<file path="src/rtl/core/hmbs_pkg.sv">
// Shared types and constants for histogram mode background subtraction.
// No dependencies; every other file of the block imports this package.
`timescale 1ns / 1ps
`default_nettype none

package hmbs_pkg;

    localparam int unsigned VOX_W      = 8;
    localparam int unsigned NUM_BINS   = 256;
    localparam int unsigned BIN_ADDR_W = $clog2(NUM_BINS);
    localparam longint unsigned MAX_VOXELS = 64'd16777216;
    localparam int unsigned BIN_W      = $clog2(MAX_VOXELS + 64'd1);

    typedef logic [VOX_W-1:0]      t_vox;
    typedef logic [BIN_ADDR_W-1:0] t_bin_addr;
    typedef logic [BIN_W-1:0]      t_bin;

    localparam t_bin BIN_MAX = '1;

    // Histogram memory request from the controller.
    typedef struct packed {
        t_bin_addr rd_addr;
        logic      wr_en;
        t_bin_addr wr_addr;
        t_bin      wr_data;
        logic      clr_all;
    } t_mem_req;

    // Histogram memory response, in the cycle after the read address.
    typedef struct packed {
        t_bin rd_cnt;
    } t_mem_rsp;

endpackage

`default_nettype wire

</file>
<file path="src/rtl/core/hmbs_if.sv">
// Valid/ready channel interfaces for the input and result items.
// Depends on hmbs_pkg.
`timescale 1ns / 1ps
`default_nettype none


interface hmbs_out_if;
    import hmbs_pkg::*;
    logic valid;
    logic ready;
    t_vox pixel_out;
    logic last_out;

    modport source (output valid, output pixel_out, output last_out, input ready);
    modport sink   (input valid, input pixel_out, input last_out, output ready);
endinterface

`default_nettype wire

</file>
<file path="src/rtl/core/hmbs_out_fifo.sv">
// Two-entry result buffer: two registered slots with read and write pointers.
// Depends on hmbs_pkg and hmbs_out_if.
`timescale 1ns / 1ps
`default_nettype none

module hmbs_out_fifo (
    input  wire             i_clk,
    input  wire             i_rst_n,
    input  wire             i_push,
    input  hmbs_pkg::t_vox  i_pixel,
    input  wire             i_last,
    output logic            o_full,
    hmbs_out_if.source      o_out
);
    import hmbs_pkg::*;

    t_vox       r_pix  [2];
    logic [1:0] r_lst;
    logic       r_wptr;
    logic       r_rptr;
    logic [1:0] r_cnt;
    logic       pop;

    assign pop = o_out.valid && o_out.ready;

    always_ff @(posedge i_clk) begin
        if (i_push) begin
            r_pix[r_wptr] <= i_pixel;
            r_lst[r_wptr] <= i_last;
        end
    end

    always_ff @(posedge i_clk) begin
        if (!i_rst_n) begin
            r_wptr <= 1'b0;
            r_rptr <= 1'b0;
            r_cnt  <= '0;
        end else begin
            if (i_push) r_wptr <= ~r_wptr;
            if (pop)    r_rptr <= ~r_rptr;
            r_cnt <= r_cnt + {1'b0, i_push} - {1'b0, pop};
        end
    end

    assign o_full          = r_cnt[1];
    assign o_out.valid     = (r_cnt != 2'd0);
    assign o_out.pixel_out = r_pix[r_rptr];
    assign o_out.last_out  = r_lst[r_rptr];

endmodule

`default_nettype wire

</file>
<file path="src/flat_wrapper.sv">
// flat-port wrapper written by rule: the top's interface ports become plain ports
module hmbs_out_fifo_flat import hmbs_pkg::*;
  (i_clk, i_rst_n, i_push, i_pixel, i_last, o_full, o_out_valid, o_out_pixel_out, o_out_last_out, o_out_ready);
  hmbs_out_if o_out_i ();
  input  wire i_clk;
  input  wire i_rst_n;
  input  wire i_push;
  input  hmbs_pkg::t_vox i_pixel;
  input  wire i_last;
  output logic o_full;
  output wire logic [$bits(o_out_i.valid)-1:0] o_out_valid;
  output wire logic [$bits(o_out_i.pixel_out)-1:0] o_out_pixel_out;
  output wire logic [$bits(o_out_i.last_out)-1:0] o_out_last_out;
  input wire logic [$bits(o_out_i.ready)-1:0] o_out_ready;
  assign o_out_valid = o_out_i.valid;
  assign o_out_pixel_out = o_out_i.pixel_out;
  assign o_out_last_out = o_out_i.last_out;
  assign o_out_i.ready = o_out_ready;
  hmbs_out_fifo u_core (.i_clk(i_clk), .i_rst_n(i_rst_n), .i_push(i_push), .i_pixel(i_pixel), .i_last(i_last), .o_full(o_full), .o_out(o_out_i));
endmodule
</file>
<file path="config.mk">
export PLATFORM = sky130hd
export DESIGN_NAME = hmbs_out_fifo_flat
export DESIGN_NICKNAME = d
export VERILOG_FILES = /design/src/rtl/core/hmbs_pkg.sv /design/src/rtl/core/hmbs_if.sv /design/src/rtl/core/hmbs_out_fifo.sv /design/src/flat_wrapper.sv
export SDC_FILE = /design/constraint.sdc
export NUM_CORES = 1
export LEC_CHECK = 0
export ABC_AREA = 1
export BUFFER_PORTS_ARGS = -buffer_cell sky130_fd_sc_hd__buf_2
export CORE_MARGIN = 2
export CORE_UTILIZATION = 53
export DETAILED_ROUTE_END_ITERATION = 6
export PLACE_DENSITY = 0.91
export SYNTH_ARGS = -nofsm -noshare
export SYNTH_HDL_FRONTEND = slang
export SYNTH_SLANG_ARGS = --single-unit
</file>
<file path="constraint.sdc">
create_clock -name i_clk -period 2.95 [get_ports i_clk]
set_clock_uncertainty 0.05 [all_clocks]
set_input_delay 0.7375 -clock i_clk [delete_from_list [all_inputs] [get_ports i_clk]]
set_output_delay 0.7375 -clock i_clk [all_outputs]
set_load 0.1 [all_outputs]
</file>
; Word-level counts from Yosys, hierarchy flattened
; Memories as Yosys holds them, arrays and structs flattened. A register that Yosys moved wholly into a read port is not among the register bits.
; Cells that the tools add are included.
[classes]
n_reduce_logical = 3
bitwise = 2
muxes = 9
magnitude_cmp = 3
n_addsub = 2
[op_table]
columns = op, count
row1 = 2-to-1 mux 1 bit, 7
row2 = "less-than comparator 1 x 2 -> 1 bit, second input constant", 2
row3 = adder 2 x 1 -> 2 bit, 1
row4 = bitwise mux 2 bit, 1
row5 = logical AND 1 bit, 2
row6 = inverter 1 bit, 2
row7 = nonzero test 2 bit, 1
row8 = subtractor 2 x 1 -> 2 bit, 1
row9 = demux 1 bit (select 1 bit), 1
row10 = ">= comparator 1 bit, second input constant", 1
[totals]
ram_bits = 16
reg_bits = 6
word_cells = 24
n_memories = 1
out_inout_bits = 11
in_bits = 13
[mem_list]
columns = name, depth, width, rd, rd_ports_with_merged_regs, write_ports, line
row1 = u_core.r_pix, 2, 8, 1, 1, 1, hmbs_out_fifo.sv:17  ; t_vox r_pix [2];

; Logic depth before layout (Yosys ltp)
[depth]
word_depth = 5
ltp_mapped = 10
ltp_nobuf = 10

; Worst setup path before layout
; No wires, ideal clock.
[synth_timing]
kind = register to output
start = reg u_core.r_cnt[1]
end = out o_out_valid
t_arrival_ps = 1820
t_required_ps = 2162
slack_ps = 342
stages_incl_launch_ff = 3
n_path_buf = 0
cell_sequence = dfxtp_1 inv_1 nand2_1
[synth_via]
elab_chain_len = 1
[synth_lines]
columns = item, line
row1 = start: declaration, hmbs_out_fifo.sv:21  ; logic [1:0] r_cnt;
row2 = start signal: assignment, hmbs_out_fifo.sv:41  ; r_cnt <= r_cnt + {1'b0, i_push} - {1'b0, pop};
row3 = nonzero test 2 bit, hmbs_out_fifo.sv:46  ; assign o_out.valid = (r_cnt != 2'd0);
row4 = end: declaration, flat_wrapper.sv:11  ; output wire logic [$bits(o_out_i.valid)-1:0] o_out_valid;
; No other way between the ends.

==> reports/results.txt <==
The flow ran to the end, and the final reports show no timing, DRC or antenna violations. The count of nets left with antenna violations once routing finished came out at 0. The run gives 106 as the total number of nets in the final design. The number of vias per cell after detailed routing is 5.10, and the count of buffers from port buffering is 23. The final period demand of the worst path came out at 2.38 ns. The area after detailed placement was 1050 µm². Counting every instance in the synthesized netlist gives 64. Setup repair after global routing left no endpoint under its margin.

Number of levels in the clock H-tree: 1. The number of nets produced by synthesis was 79; the register bit count reported by yosys was 23. STA classifies the critical path endpoint as an output port. The logs give 3 for the number of buffers created by CTS and 2 for the number of buffers on the longest clock path. The area growth from synthesis to layout is 16.4%. In this run the tightest slew margin relative to its limit is 47.9%.

Clock latency reported for the late side of the worst-skew pair: 0.29 ns. Yosys attributes the largest share of cell area to edfxtp_1, mux2_4, dfxtp_1, inv_1, nor2_1. In this run the core area contains 15 standard-cell rows. The total number of vias is 546, and the maximum VDD drop is 0.000648 V. Startpoint of the most critical hold path: u_core.r_wptr.

The logs give 1670 µm² for the core area and 4 for the first-pass iteration count of the detailed router. Sorting the synthesized cells by how often they occur yields edfxtp_1, inv_1, nor2_1, mux2_4, nand2_1. The I/O pin total is 24, and the fraction of post-synthesis cell area in the top cell type by area is 58.7%. Yosys instantiated no cell more often than edfxtp_1.

Synthesis instantiated 11 different standard cells from the library. The congestion estimate from routability-driven global placement came to 0.741. The die boundary height is 45.7 µm.

Dividing the final minimum period by the clock period gives 80.7%. The root buffer cell chosen for the clock tree is clkbuf_4. Data on the critical path arrives at its endpoint at 1.59 ns. The number of global-route vias before repair is 505. The average cell area after synthesis was 14.4 µm²; the total die area was 2090 µm². The synthesized design spends more area on one cell type than any other, namely edfxtp_1.

Clock-pin slew was measured on the worst setup and hold paths at 0.11 ns. The logs give 135 for the number of filler instances in the final layout and 0 for the number of gates resized after cts. Fraction of layout instances using a drive strength above 1: 38.9%. The initial utilization of the core area, before any placement, comes to 55.1%. For this block, the routed nets add up to 1300 µm of wire. After synthesis the cells add up to 921 µm². Measured in cells, the most critical reg-to-reg path has a length of 9. For the max-slew violation count, the log shows 0.

STA classifies the critical path startpoint as a flip-flop. The logs give 0 for the initial antenna violation count and 0 for the antenna diode instance count. The worst hold path depth was 2; the required time of the critical path was 2.16 ns. The first global-routing pass estimated 1970 µm of wire.

Dividing total power by cell area gives a power density of 964 nW/µm². The logs give 0 for the number of endpoints with negative hold slack in the final report and 641 µm² for the combined flip-flop and latch cell area. In the global route stage, overall resource usage came out at 14.1%. The Yosys step of the flow raised 0 warnings. Of all flip-flops after synthesis, the portion carrying an async set or reset was 0%. For this run, design rule violations remaining after detail routing come to 0. The kind of path behind the tightest hold check is flip-flop to flip-flop. The category of the most critical setup path was flip-flop to output port.

The routed length per placed instance came out at 12.2 µm. The startpoint identified for the worst register-to-register timing path is u_core.r_cnt[0]. CTS saw 23 sinks. Maximum fanout count along the critical path: 8. Summed over all nets, the half-perimeter wirelength after detailed placement is 1020 µm. Across all register-to-register paths, the minimum setup slack is 1.46 ns. The multi-input combinational cells in the finished layout cover a total of 235 µm². Setup total negative slack on the finished layout was measured at 0 ns.

Entering global routing, the biggest net connects 13 pins. The synthesized design contains 18 enable-type register cells. The run gives 0 as the number of post-CTS setup repair buffers. Final setup violation count: 0. TritonCTS built the clock tree.

Sequential element share of the synthesized area: 69.6%. The final non-filler cell area came out at 1070 µm². The number of hold buffers added after CTS was 0. At the pin with the least slew margin, the transition time is 0.778 ns. Based on the critical path, the design can be clocked at up to 420 MHz.

The die is 45.7 µm wide. The logs give 12 for the starting DRC count in detailed routing and 0.482 nW for the leakage power total. The leftover overflow at the end of global routing was 0.

The tool flagged a number of max-cap violations equal to 0. The most common flop cell mapped by yosys is edfxtp_1.
-- final timing paths --
| kind | end |
|---|---|
| worst max-delay path | o_out_pixel_out[1] |
| worst min-delay path | u_core.r_wptr |
| worst min register to register | u_core.r_wptr |
| worst max register to register | u_core.r_cnt[1] |
-- flip-flops by register name (all words and copies together), names as in the netlist, named ones only --
name / cells
u_core.r_lst: 2
u_core.r_wptr: 1
u_core.r_rptr: 1
u_core.r_cnt: 2
u_core.r_pix: 16
-- layout make-up --
class	instances	share of cell area, %
Clock buffer	4	2.45
Inverter	9	3.15
Multi-Input combinational cell	31	21.9
Sequential cell	23	59.7
Tap cell	17	1.98
Timing Repair Buffer	23	10.7
-- kinds of logic after synthesis --
kind of cell             count (synthesis)  share of synthesized area (%)
AO/OA/AOI/OAI                            1                          0.543
multiplexers                             9                           14.3
AND/OR/NAND/NOR                         19                           8.02
adder cells (fa/ha/maj)                  2                           2.72
flip-flops                              23                           69.6
buffers and inverters                   10                           4.89
-- cells in the final DEF (no fill, tap or decap) --
cell type and instances:
a21oi_1 1, buf_2 23, nand3_1 2, edfxtp_1 18, clkbuf_1 1, inv_1 9, clkbuf_4 3, mux2_2 1
dfxtp_1 5, ha_1 2, nor2_1 9, nand2_1 8, mux2_4 8
-- report_power, final --
part	leakage (nW)	total (mW)	internal, mW	switching [mW]
Sequential	0.210	0.418	0.385	0.0327
Combinational	0.256	0.482	0.110	0.372
Clock	0.0150	0.134	0.0525	0.0810
-- per-layer routing --
metal | vias to the layer above | GRT usage [%] | wire length [µm]
li1 | 271 | - | -
met1 | 250 | 14.2 | 544
met2 | 21 | 24.8 | 647
met3 | 4 | 3.17 | 90
met4 | 0 | 10.6 | 21
met5 | - | 0 | 0
-- per-stage QoR --
| stage | instances | setup slack (ns) | hold WS, ns | utilization (%) | power (mW) |
|---|---|---|---|---|---|
| after floorplan | 64 | 0.342 | 0.423 | - | 0.851 |
| after global placement | 103 | 0.897 | 0.435 | 62.6 | 0.896 |
| after detailed placement | 103 | 0.884 | 0.473 | 62.6 | 0.911 |
| after CTS | 107 | 0.541 | 0.489 | 64.2 | 1.04 |
| after global routing | 107 | 0.484 | 0.550 | 64.2 | 1.08 |
| final | 107 | 0.571 | 0.478 | 64.2 | 1.03 |
-- worst max-delay path, stage by stage (launching register included) --
cell	delay, ns
dfxtp_1	0.64
mux2_4	0.24
buf_2	0.41
(Power assumes the default switching activity.)
